--- src/design/ttq_pkg.sv ---
// Shared constants and codes for the timer task queue.
package ttq_pkg;

  localparam int QUEUE_DEPTH = 8;
  localparam int IDX_W       = $clog2(QUEUE_DEPTH);
  localparam int CNT_W       = $clog2(QUEUE_DEPTH + 1);

  localparam int ID_W   = 8;
  localparam int TIME_W = 32;
  localparam int OP_W   = 2;
  localparam int STAT_W = 2;

  localparam int IN_DATA_W  = 72;
  localparam int OUT_DATA_W = 48;

  localparam logic [OP_W-1:0] OP_ADD      = 2'd0;
  localparam logic [OP_W-1:0] OP_TICK     = 2'd1;
  localparam logic [OP_W-1:0] OP_COMPLETE = 2'd2;
  localparam logic [OP_W-1:0] OP_CLEAR    = 2'd3;

  localparam logic [STAT_W-1:0] STAT_OK      = 2'd0;
  localparam logic [STAT_W-1:0] STAT_FULL    = 2'd1;
  localparam logic [STAT_W-1:0] STAT_BUSY    = 2'd2;
  localparam logic [STAT_W-1:0] STAT_NO_DISP = 2'd3;

  typedef logic [TIME_W-1:0] time_ms_t;
  typedef logic [ID_W-1:0]   task_id_t;

endpackage

--- src/design/timer_task_queue_core.sv ---
// Sorted timer queue: deadline-ordered task slots walked by one shared compare/add unit.
//
//  channel | dir | handshake          | payload
//  in_     | in  | in_tvalid/tready   | tuser: operation; tdata: task_id, delay_ms, now_ms
//  out_    | out | out_tvalid/tready  | tdata: run_task, run_id, wait_ms, status
//
// Each request is accepted, walks the slots that it needs, then presents its result;
// add and reschedule move one slot a cycle through the single comparator, remove
// shifts one slot a cycle.
// Reset (rst_n low, synchronous) empties the queue and drops any pending dispatch.
// in_tready is low from accept until the result has been taken; a stalled out_tready
// holds the result and the block.
module timer_task_queue_core
  import ttq_pkg::*;
(
  input  logic                  clk,
  input  logic                  rst_n,
  input  logic                  in_tvalid,
  output logic                  in_tready,
  input  logic [IN_DATA_W-1:0]  in_tdata,   // task_id[7:0], delay_ms[39:8], now_ms[71:40]
  input  logic [OP_W-1:0]       in_tuser,   // operation[1:0]
  output logic                  out_tvalid,
  input  logic                  out_tready,
  output logic [OUT_DATA_W-1:0] out_tdata   // run_task[0], run_id[8:1], wait_ms[40:9],
                                            // status[42:41]
);

  localparam logic [2:0] ST_IDLE = 3'd0;
  localparam logic [2:0] ST_TICK = 3'd1;
  localparam logic [2:0] ST_INS  = 3'd2;
  localparam logic [2:0] ST_RES  = 3'd3;
  localparam logic [2:0] ST_DEL  = 3'd4;
  localparam logic [2:0] ST_OUT  = 3'd5;

  time_ms_t dl_r [QUEUE_DEPTH];
  task_id_t id_r [QUEUE_DEPTH];

  logic [2:0]        state_r, state_nxt;
  logic [CNT_W-1:0]  count_r, count_nxt;
  logic              pending_r, pending_nxt;
  time_ms_t          last_time_r, last_time_nxt;
  logic [IDX_W-1:0]  idx_r, idx_nxt;
  time_ms_t          key_r, key_nxt;
  task_id_t          tid_r, tid_nxt;
  logic              res_run_r, res_run_nxt;
  task_id_t          res_id_r, res_id_nxt;
  time_ms_t          res_wait_r, res_wait_nxt;
  logic [STAT_W-1:0] res_status_r, res_status_nxt;

  logic [OP_W-1:0]  in_op;
  task_id_t         in_id;
  time_ms_t         in_delay;
  time_ms_t         in_now;
  logic             in_acc;

  logic [IDX_W-1:0] rd_idx;
  time_ms_t         rd_dl;
  time_ms_t         cmp_lhs, cmp_rhs;
  logic             cmp_gt;
  time_ms_t         add_a, add_b, add_sum;
  logic             add_cin;
  logic [CNT_W-1:0] idx_next_cnt;
  logic             floor_hit;

  logic             wr_en;
  logic [IDX_W-1:0] wr_idx;
  time_ms_t         wr_dl;
  task_id_t         wr_id;

  assign in_op    = in_tuser;
  assign in_id    = in_tdata[7:0];
  assign in_delay = in_tdata[39:8];
  assign in_now   = in_tdata[71:40];

  assign in_tready  = (state_r == ST_IDLE);
  assign in_acc     = in_tvalid && in_tready;
  assign out_tvalid = (state_r == ST_OUT);
  assign out_tdata  = {5'd0, res_status_r, res_wait_r, res_id_r, res_run_r};

  assign idx_next_cnt = CNT_W'(idx_r) + CNT_W'(1);
  assign floor_hit    = pending_r ? (idx_r <= IDX_W'(1)) : (idx_r == '0);

  always_comb begin
    case (state_r)
      ST_INS:  rd_idx = idx_r - IDX_W'(1);
      ST_RES:  rd_idx = idx_r + IDX_W'(1);
      ST_DEL:  rd_idx = idx_r + IDX_W'(1);
      default: rd_idx = '0;
    endcase
  end

  assign rd_dl = dl_r[rd_idx];

  always_comb begin
    case (state_r)
      ST_RES: begin
        cmp_lhs = key_r;
        cmp_rhs = rd_dl;
      end
      ST_TICK: begin
        cmp_lhs = rd_dl;
        cmp_rhs = last_time_r;
      end
      default: begin
        cmp_lhs = rd_dl;
        cmp_rhs = key_r;
      end
    endcase
  end

  assign cmp_gt = cmp_lhs > cmp_rhs;

  always_comb begin
    if (state_r == ST_TICK) begin
      add_a   = rd_dl;
      add_b   = ~last_time_r;
      add_cin = 1'b1;
    end else begin
      add_a   = last_time_r;
      add_b   = in_delay;
      add_cin = 1'b0;
    end
  end

  assign add_sum = add_a + add_b + TIME_W'(add_cin);

  always_comb begin
    state_nxt      = state_r;
    count_nxt      = count_r;
    pending_nxt    = pending_r;
    last_time_nxt  = last_time_r;
    idx_nxt        = idx_r;
    key_nxt        = key_r;
    tid_nxt        = tid_r;
    res_run_nxt    = res_run_r;
    res_id_nxt     = res_id_r;
    res_wait_nxt   = res_wait_r;
    res_status_nxt = res_status_r;
    wr_en          = 1'b0;
    wr_idx         = idx_r;
    wr_dl          = key_r;
    wr_id          = tid_r;

    case (state_r)
      ST_IDLE: begin
        if (in_acc) begin
          res_run_nxt    = 1'b0;
          res_id_nxt     = '0;
          res_wait_nxt   = '0;
          res_status_nxt = STAT_OK;
          key_nxt        = add_sum;
          tid_nxt        = in_id;
          idx_nxt        = '0;
          state_nxt      = ST_OUT;
          case (in_op)
            OP_ADD: begin
              if (count_r == CNT_W'(QUEUE_DEPTH)) begin
                res_status_nxt = STAT_FULL;
              end else begin
                idx_nxt   = count_r[IDX_W-1:0];
                state_nxt = ST_INS;
              end
            end
            OP_TICK: begin
              last_time_nxt = in_now;
              if (pending_r) begin
                res_status_nxt = STAT_BUSY;
              end else if (count_r != '0) begin
                state_nxt = ST_TICK;
              end
            end
            OP_COMPLETE: begin
              if (!pending_r) begin
                res_status_nxt = STAT_NO_DISP;
              end else begin
                pending_nxt = 1'b0;
                tid_nxt     = id_r[0];
                state_nxt   = (in_delay == '0) ? ST_DEL : ST_RES;
              end
            end
            default: begin
              count_nxt   = '0;
              pending_nxt = 1'b0;
            end
          endcase
        end
      end
      ST_TICK: begin
        if (cmp_gt) begin
          res_wait_nxt = add_sum;
        end else begin
          res_run_nxt = 1'b1;
          res_id_nxt  = id_r[0];
          pending_nxt = 1'b1;
        end
        state_nxt = ST_OUT;
      end
      ST_INS: begin
        wr_en = 1'b1;
        if (!floor_hit && cmp_gt) begin
          wr_dl   = rd_dl;
          wr_id   = id_r[rd_idx];
          idx_nxt = rd_idx;
        end else begin
          count_nxt = count_r + CNT_W'(1);
          state_nxt = ST_OUT;
        end
      end
      ST_RES: begin
        wr_en = 1'b1;
        if ((idx_next_cnt < count_r) && cmp_gt) begin
          wr_dl   = rd_dl;
          wr_id   = id_r[rd_idx];
          idx_nxt = rd_idx;
        end else begin
          state_nxt = ST_OUT;
        end
      end
      ST_DEL: begin
        if (idx_next_cnt < count_r) begin
          wr_en   = 1'b1;
          wr_dl   = rd_dl;
          wr_id   = id_r[rd_idx];
          idx_nxt = rd_idx;
        end else begin
          count_nxt = count_r - CNT_W'(1);
          state_nxt = ST_OUT;
        end
      end
      ST_OUT: begin
        if (out_tready) begin
          state_nxt = ST_IDLE;
        end
      end
      default: begin
        state_nxt = ST_IDLE;
      end
    endcase
  end

  always_ff @(posedge clk) begin
    if (!rst_n) begin
      state_r     <= ST_IDLE;
      count_r     <= '0;
      pending_r   <= 1'b0;
      last_time_r <= '0;
    end else begin
      state_r     <= state_nxt;
      count_r     <= count_nxt;
      pending_r   <= pending_nxt;
      last_time_r <= last_time_nxt;
    end
  end

  always_ff @(posedge clk) begin
    idx_r        <= idx_nxt;
    key_r        <= key_nxt;
    tid_r        <= tid_nxt;
    res_run_r    <= res_run_nxt;
    res_id_r     <= res_id_nxt;
    res_wait_r   <= res_wait_nxt;
    res_status_r <= res_status_nxt;
    if (wr_en) begin
      dl_r[wr_idx] <= wr_dl;
      id_r[wr_idx] <= wr_id;
    end
  end

  a_count_range: assert property (@(posedge clk) disable iff (!rst_n)
    count_r <= CNT_W'(QUEUE_DEPTH))
    else $error("queue count beyond depth");

  a_pending_has_head: assert property (@(posedge clk) disable iff (!rst_n)
    pending_r |-> (count_r != '0))
    else $error("dispatch pending on an empty queue");

  a_run_sets_pending: assert property (@(posedge clk) disable iff (!rst_n)
    (out_tvalid && res_run_r) |-> pending_r)
    else $error("dispatch reported without pending flag");

  a_result_blocks_input: assert property (@(posedge clk) disable iff (!rst_n)
    (out_tvalid && !out_tready) |=> (out_tvalid && $stable(out_tdata)))
    else $error("stalled result changed");

  a_add_grows_by_one: assert property (@(posedge clk) disable iff (!rst_n)
    (state_r == ST_INS && state_nxt == ST_OUT) |=> (count_r == $past(count_r) + CNT_W'(1)))
    else $error("insert did not grow queue by one");

endmodule

--- config.mk ---
export PLATFORM = sky130hd
export DESIGN_NAME = timer_task_queue_core
export DESIGN_NICKNAME = d
export VERILOG_FILES = /design/src/design/ttq_pkg.sv /design/src/design/timer_task_queue_core.sv
export SDC_FILE = /design/constraint.sdc
export NUM_CORES = 1
export LEC_CHECK = 0
export ABC_AREA = 1
export BUFFER_PORTS_ARGS = -buffer_cell sky130_fd_sc_hd__buf_2
export CORE_ASPECT_RATIO = 0.8
export CORE_MARGIN = 5
export CORE_UTILIZATION = 55
export DETAILED_ROUTE_END_ITERATION = 10
export PLACE_DENSITY_LB_ADDON = 0.1
export SETUP_SLACK_MARGIN = 0.05
export SLEW_MARGIN = 20
export SYNTH_ARGS = -nofsm -noshare
export SYNTH_HDL_FRONTEND = slang
export SYNTH_SLANG_ARGS = --single-unit
--- constraint.sdc ---
create_clock -name clk -period 5 [get_ports clk]
set_input_delay 0.5 -clock clk [delete_from_list [all_inputs] [get_ports clk]]
set_output_delay 0.5 -clock clk [all_outputs]
set_load 0.05 [all_outputs]
### Word-level counts from Yosys, hierarchy flattened

Memories as Yosys holds them, arrays and structs flattened.
Index checks and enable logic that the tools add are counted.

* add/subtract/negate cells: 7
* order comparisons: 3
* equal/unequal tests: 20
* muxes and demuxes: 61
* bitwise gates (word level): 1
* reduce and logical (&&, ||, !) cells: 24

Operators by type and width (number)
* 2-to-1 mux 32 bit: 8
* one-hot mux 32 bit (2 select lines): 2
* one-hot mux 32 bit (3 select lines): 1
* 2-to-1 mux 8 bit: 7
* 2-to-1 mux 3 bit: 16
* adder 32 x 1 -> 32 bit: 1
* adder 32 bit: 1
* greater-than comparator 32 bit: 1
* zero test 32 bit: 1
* NOT 32 bit: 1
* one-hot mux 8 bit (3 select lines): 1
* != test 2 bit, second input constant: 10
* one-hot mux 3 bit (6 select lines): 1
* 2-to-1 mux 4 bit: 4
* one-hot mux 8 bit (2 select lines): 1
* AND reduction 5 bit: 3
* one-hot mux 3 bit (4 select lines): 1
* one-hot mux 4 bit (3 select lines): 1
* 2-to-1 mux 1 bit: 10
* one-hot mux 3 bit (3 select lines): 1
* AND reduction 3 bit: 3
* nonzero test 4 bit: 2
* equality test 3 x 2 -> 1 bit, second input constant: 2
* equality test 3 bit, second input constant: 2
* other kinds (26): 35

* flip-flop bits (word level): 126
* bits in writable memories: 320
* input port bits: 78
* output and inout bits: 50
* word-level logic and storage cells: 129
* memories: 2

Memories
* dl_r: words 8, width 32, read ports 1, clocked after Yosys merged registers in 0, wr ports 1, line timer_task_queue_core.sv:35 `time_ms_t dl_r [QUEUE_DEPTH];`
* id_r: words 8, width 8, read ports 2, clocked after Yosys merged registers in 0, wr ports 1, line timer_task_queue_core.sv:36 `task_id_t id_r [QUEUE_DEPTH];`

### Logic depth before layout (Yosys ltp)

Gate-level depths: netlist of run 1.
An unclocked memory read counts as a cell.

* depth after elaboration: 9
* mapped depth: 30
* gate-level depth less buffers: 29

### Worst setup path after synthesis of run 1

No wires, ideal clock.

* kind: register to register
* start point: register idx_r[0]
* end point: memory dl_r[3][0] in the netlist's numbering (enable)
* library setup time: 0.487 ns
* data arrival time: 4.691 ns
* data required time: 4.513 ns
* path slack: -0.179 ns
* stages on the path, launching flop included: 10
* path buffers: 0
* period minus slack after synthesis: 5.179 ns
* cell sequence: edfxtp_1 > clkinv_1 > ha_1 > ha_1 > a21o_1 > a31oi_1 > nand2_1 > nand2_1 > inv_1 > nor3_1

* word-level cells in the longest chain between the ends: 6

RTL lines
* start, declared: line timer_task_queue_core.sv:42 `logic [IDX_W-1:0] idx_r, idx_nxt;`
* start signal, assigned: line timer_task_queue_core.sv:256 `idx_r <= idx_nxt;`
* adder 3 x 1 -> 4 bit: line timer_task_queue_core.sv:80 `assign idx_next_cnt = CNT_W'(idx_r) + CNT_W'(1);`
* < comparator 4 bit: line timer_task_queue_core.sv:220 `if (idx_next_cnt < count_r) begin`
* 2-to-1 mux 1 bit: line timer_task_queue_core.sv:220
* one-hot mux 1 bit (2 select lines): line timer_task_queue_core.sv:144 `case (state_r)`
* 2-to-1 mux 1 bit: line timer_task_queue_core.sv:263 `if (wr_en) begin`
* 2-to-1 mux 1 bit (not written as such): line timer_task_queue_core.sv:264 `dl_r[wr_idx] <= wr_dl;`
* end, declared: line timer_task_queue_core.sv:35

Several ways; a longest one is shown, not always the timed one.

### Final worst setup path of run 1

* start point: register idx_r[1]
* end point: memory dl_r[4][5] in the netlist's numbering (data pin)

* word-level cells in the longest chain between the ends: 8
* elaborated cells on any way between the ends: 19
* those cells by class: add/sub: 3; order compare: 3; mux: 8; reduce/logical: 4; memory: 1

RTL lines
* adder 3 x 1 -> 3 bit / subtractor 3 x 1 -> 3 bit (equally long branches): line timer_task_queue_core.sv:86, timer_task_queue_core.sv:87, timer_task_queue_core.sv:85
* one-hot mux 3 bit (2 select lines): line timer_task_queue_core.sv:84 `case (state_r)`
* memory (8 x 32 bit)
* one-hot mux 32 bit (2 select lines) / 2-to-1 mux 32 bit (equally long branches): line timer_task_queue_core.sv:95 `case (state_r)`
* greater-than comparator 32 bit: line timer_task_queue_core.sv:111 `assign cmp_gt = cmp_lhs > cmp_rhs;`
* logical AND 1 bit, on equally long branches: line timer_task_queue_core.sv:211, timer_task_queue_core.sv:200
* 2-to-1 mux 32 bit, on equally long branches: line timer_task_queue_core.sv:211, timer_task_queue_core.sv:200
* one-hot mux 32 bit (3 select lines) (*): line timer_task_queue_core.sv:144
* net wr_dl[5]: line timer_task_queue_core.sv:67 `time_ms_t wr_dl;`

The timed path passes the listed nets; every way through them passes the cells marked *.

==> results of run 1 <==
per-layer routing:
metal | vias to the layer above | track usage (%) | part of all wire [%]
met5 | - | 0 | 0
met3 | 108 | 3.82 | 6.6
met1 | 8048 | 35.0 | 42
met4 | 0 | 8.94 | 3.1
li1 | 8125 | - | -
met2 | 591 | 42.8 | 48
logic make-up after synthesis:
kind of cell               share of synthesized area (%)
other                                             0.0169
and+or+nand+nor                                     16.8
xor gates and xnor gates                            1.07
DFF                                                 58.7
buffers and inverters                               6.03
adders and majority gates                           4.29
AOI/OAI and AO/OA                                   13.1
synthesized netlist by cell type, types with 7 or more instances:
library cell / number / area, um2
nand2_1: 549 / 2060
edfxtp_1: 406 / 12200
o21ai_0: 238 / 1190
inv_1: 205 / 769
nand3_1: 146 / 731
nor2_1: 132 / 495
a21oi_1: 85 / 425
ha_1: 71 / 888
clkbuf_1: 55 / 206
dfxtp_1: 40 / 801
o21ai_1: 39 / 195
buf_2: 37 / 185
a31oi_1: 28 / 175
o21bai_1: 21 / 158
xor2_1: 18 / 158
a22oi_1: 17 / 128
a32o_1: 16 / 160
or2_2: 16 / 100
buf_4: 15 / 113
nor3_1: 15 / 75.1
o211ai_1: 13 / 97.6
and2_1: 12 / 75.1
nor4_1: 10 / 62.6
o221ai_2: 9 / 135
xnor2_1: 9 / 78.8
buf_1: 8 / 30.0
a21o_1: 7 / 52.6
o221ai_1: 7 / 61.3
state kept, by name (all words and copies together) (netlist names), 4 cells and up:
signal	cells
dl_r	256
id_r	64
key_r	32
last_time_r	32
res_wait_r	32
res_id_r	8
tid_r	8
count_r	4
worst max-delay path by stage:
stage | from | end | slack [ns] | cells past startpoint
floorplan | idx_r[0] | dl_r[3][0] | -0.18 | 9
global placement | state_r[2] | dl_r[1][14] | 0.1 | 22
detailed placement | idx_r[1] | dl_r[4][14] | -0.07 | 22
CTS | idx_r[1] | dl_r[6][28] | 0.08 | 26
global route | idx_r[1] | dl_r[1][13] | 0.04 | 26
finish | idx_r[1] | dl_r[4][5] | 0.28 | 25
repair_timing:
item	4_1_cts	5_1_grt
pin swaps	1	5
gates cloned	0	2
setup endpoints to repair	160	382
buffers inserted	0	10
resized for setup	21	51
layout make-up:
cell class	instances	area (um2)	share of cell area (%)
Multi-Input combinational cell	1496	8030	31.7
Clock inverter	30	300	1.19
Tap cell	536	671	2.65
Sequential cell	446	13000	51.3
Clock buffer	52	1170	4.63
Inverter	211	798	3.15
Timing Repair Buffer	194	1360	5.36
layout by cell type (no fill, tap or decap), types with 28 or more instances in the layout:
master / count
a21oi_1: 84
a31oi_1: 28
buf_2: 122
buf_4: 57
clkbuf_16: 48
dfxtp_1: 39
edfxtp_1: 406
ha_1: 71
inv_1: 203
nand2_1: 547
nand3_1: 145
nor2_1: 124
o21ai_0: 206
o21ai_1: 46
through the flow:
stage	std cells	area (um2)	hold slack [ns]	utilization (%)	TNS [ns]
6_report	2965	25300	0.161	63.9	0
5_1_grt	2965	25300	0.156	63.9	0
4_1_cts	2953	25000	0.147	63.2	0
3_3_place_gp	2871	23600	0.470	59.5	0
2_1_floorplan	2269	22100	0.445	-	-28.54
3_5_place_dp	2871	23600	0.475	59.5	-3.55
worst register-to-register path: cells and delay by family (launching register included):
kind / cells / cell delay [ns]
AOI/OAI and AO/OA: 6 / 1.21
adders and majority gates: 2 / 0.63
buffers and inverters: 6 / 0.97
DFF: 1 / 0.39
and+or+nand+nor: 11 / 1.22
==> results.toml, run 1 <==
[grt]
grt_pass1_vias = 16300
track_usage_pct = 25.8
antenna_found_initial = 0
gr-total-overflow = 0
grt_max_degree = 111
grt_pass1_wl_mm = 89.4

[sta]
rsz0062_at_grt = "false"
worst_slack_ns = 0.279
finalCritPeriodShare_pct = 94.4
setup_viol = 0
slew_viol_final = 0
skew_ns = 0.0161
fin_crit_ns = 4.72
worstMarginPinSlew_ns = 0.914
fmax_mhz = 212
slew_headroom_pct = 39.1
finalHoldViolations = 0

[worst_hold_path]
hold_depth = 3
min_to = "last_time_r[6]"
holdCritPathClass = "input pin to register"
hp-start = "in_tdata[46]"

[cells_and_area]
area_growth_pct = 14.4
fillers = 3272
n_antenna_cell = 0
drive_above_1_share_pct = 14.2
nNetsFinal = 2546

[clock_network]
holdBufCountCts = 0
cts.htree.levels = 2
ctsRootBufferMaster = "clkbuf_16"
clk_pin_slew_ns = 0.06
clk_latency_ns = 0.57
clock_path_buffers = 3
cts_tree = "yes"
numCtsBuffers = 45
clock_sinks = 446

[outcome]
outcome = "finished, final reports clean"

[route]
drt_pass1_iterations = 5
wl_per_cell_um = 19.9
drt_iter0_drc = 1667
viasPerCell = 5.69
post-route-drc-count = 0
routed_wl_mm = 58.9
antenna_left = 0
num_vias = 16900

[floorplanning]
initial_core_util_pct = 55.9
fp.dieW_um = 234
core-area_um2 = 39600
io_pins = 128
rows = 65
die-height_um = 189
dieArea_um2 = 44400

[setup_path]
timing.critical_path.mode_cell = "nand2_1"
cpPeakStageDelay_ns = 0.49
critPathKind = "register to register"
slowest_stage = "o21ai_1"
end_kind = "register"
required_ns = 5.29
reg2reg_from = "idx_r[1]"
cp.buffers_inverters = 6
crit_family = "simple AND/OR/NAND/NOR gates"
rr_worst_depth = 25
cp_max_fo = 31
r2r_setup_slack_ns = 0.28
r2r_end = "dl_r[4][5]"
worst_setup_path_start_kind = "register"
crit_arrival_ns = 5.01

[logic_synthesis]
ys_seq_area_share_pct = 58.7
synth_ff_type = "edfxtp_1"
synthCells = 2265
async_reset_ff_share_pct = 0
synth_cell_types = 47
yosysWarnings = 0
synth_area_um2 = 22100
avgSynthCellArea_um2 = 9.77
synth_seq_cells = 446
synth_edf_count = 406

[place]
gp_congestion = 0.992
hpwl_mm = 38.9
place_ws_ns = -0.0698
place.port_buffers = 122

[run]
drv_cap = 0
Power of run 1 is left out: the tool's default activity adds up to more than one toggle a clock period on the data nets, which glitch-free logic cannot reach.
==> run 2: changes to the inputs <==
==> constraint.sdc (replaced) <==
create_clock -name clk -period 6 [get_ports clk]
set_input_delay 0.6 -clock clk [delete_from_list [all_inputs] [get_ports clk]]
set_output_delay 0.6 -clock clk [all_outputs]
set_load 0.05 [all_outputs]
==> run 2 against run 1 <==
- worst setup slack better by 0.21 ns
- final area decreased by 2.3%
- clock skew rose by 0.015 ns
- routed wire length down 1.8%
- critical path depth unchanged
- maximum frequency is 14% lower
- count of clock-buffer cells in the layout rose by 6
- non-clock buffer count down 34
- highest routed layer unchanged
- flip-flop and latch count is the same
- register-to-register slack better by 0.21 ns
- first-iteration DRC count is 17% lower
==> results.toml, run 2 (synthesis gave the netlist of run 1 again) <==
[setup_path]
end_kind = "register"
cpPeakStageDelay_ns = 0.55
critPathKind = "register to register"
cp_max_fo = 38
timing.critical_path.mode_cell = "o21ai_0"
r2r_setup_slack_ns = 0.48
crit_arrival_ns = 5.78
required_ns = 6.26
worst_setup_path_start_kind = "register"
reg2reg_from = "idx_r[0]"
slowest_stage = "o21ai_0"
r2r_end = "dl_r[3][24]"
rr_worst_depth = 25

[route]
viasPerCell = 5.68
top_layer_used = "met4"
wl_met3_mm = 3.47
wl_met1_mm = 25.1
route.met2.wl_mm = 27.9
post-route-drc-count = 0
antenna_left = 0
num_vias = 16700
wl_per_cell_um = 19.7
drt_iter0_drc = 1391
routed_wl_mm = 57.9
drt_pass1_iterations = 5

[sta]
fin_setup_tns_ns = 0
slew_viol_final = 0
setup_viol = 0
skew_ns = 0.0308
fmax_mhz = 181
fin_crit_ns = 5.52
worstMarginPinSlew_ns = 0.899
finalHoldViolations = 0
rsz0062_at_grt = "true"
finalCritPeriodShare_pct = 91.9
slew_headroom_pct = 39.4

[run]
drv_cap = 0

[worst_hold_path]
min_to = "last_time_r[19]"
holdCritPathClass = "input pin to register"
hold_depth = 3
hp-start = "in_tdata[59]"

[clock_network]
ctsRootBufferMaster = "clkbuf_16"
clock_sinks = 446
clk_pin_slew_ns = 0.06
numCtsBuffers = 45
holdBufCountCts = 0
cts.htree.levels = 2
clk_latency_ns = 0.58
post_cts_resize_count = 0
clock_path_buffers = 3
postCtsSetupRepairBufs = 0
cts_tree = "yes"

[place]
post-place-cells = 2849
hpwl_mm = 38.6
gp_congestion = 0.932
place.port_buffers = 122

[floorplanning]
dieArea_um2 = 44400
rows = 65
initial_core_util_pct = 55.9
io_pins = 128
core-area_um2 = 39600
fp.dieW_um = 234
die-height_um = 189

[cells_and_area]
area_growth_pct = 11.8
largest_reg_flops = 256
multiInputGateArea_um2 = 7900
layout.cells.non_filler = 2933
n_antenna_cell = 0
regArea_um2 = 13000
top_register = "dl_r"
reg.largest.list = "dl_r (256), id_r (64)"
drive_above_1_share_pct = 11.5
nNetsFinal = 2512
most-common-layout-cells = "nand2_1 (548), edfxtp_1 (406), o21ai_0 (220)"
final_common_cell = "nand2_1"
fillers = 3328

[outcome]
outcome = "finished, final reports clean"

[grt]
track_usage_pct = 26.1
gr-total-overflow = 0
grt_pass1_vias = 16600
grt_pass1_wl_mm = 91.0
grt_max_degree = 90
antenna_found_initial = 0
## run 2: cell count changes in the layout (fill, tap and decap cells not counted), moves of 2 or more
cell	previous run	this run
o21ai_0	206	220
clkinvlp_4	4	2
clkbuf_1	6	12
a32o_2	4	0
a32o_1	12	16
bufinv_16	5	2
clkbuf_16	48	45
buf_4	57	30
buf_12	12	8
clkinv_2	7	9
o21ai_2	24	0
o21ai_1	46	57
## run 2: worst max-delay path: cells and delay by family (launching register included)
family	cells	cell delay (ns)
buf+inv	7	1.32
flops	1	0.42
compound gates	5	1.10
fa+ha+maj	2	0.77
simple gates	11	1.56
## run 2: through the flow
| step | utilization [%] | setup slack [ns] | hold WS (ns) | area [um2] |
|---|---|---|---|---|
| 3_3_place_gp | 59.0 | 0.727 | 0.471 | 23400 |
| 5_1_grt | 62.5 | 0.0429 | 0.258 | 24700 |
| 4_1_cts | 62.5 | 0.433 | 0.243 | 24700 |
| 6_report | 62.5 | 0.485 | 0.255 | 24700 |
| 3_5_place_dp | 59.0 | 0.466 | 0.478 | 23400 |
| 2_1_floorplan | - | 0.821 | 0.445 | 22100 |
## run 2: per-layer routing
layer	up-vias	global-route usage [%]
li1	8073	-
met1	7992	36.9
met2	520	43.0
met3	87	3.66
met4	0	6.80
met5	-	0
## run 2: how the worst max path moves through the flow
stage               depth (start not counted)  slack, ns     start          end
finish                                     25       0.48  idx_r[0]  dl_r[3][24]
global route                               24       0.04  idx_r[0]  dl_r[2][12]
CTS                                        24       0.43  idx_r[0]  dl_r[3][31]
detailed placement                         23       0.47  idx_r[0]  dl_r[1][31]
global placement                           24       0.73  idx_r[0]   dl_r[0][6]
floorplan                                   9       0.82  idx_r[0]   dl_r[3][0]
## run 2: layout make-up
class                   instances  share of cell area (%)
flip-flops and latches        446                    52.5
multi-input cells            1496                    31.9
clock buffers                  58                    4.79
repair buffers                160                    4.03
inverters                     211                    3.22
well taps                     536                    2.71
clock inverters                26                   0.799
Power of run 2 is left out for the same reason.
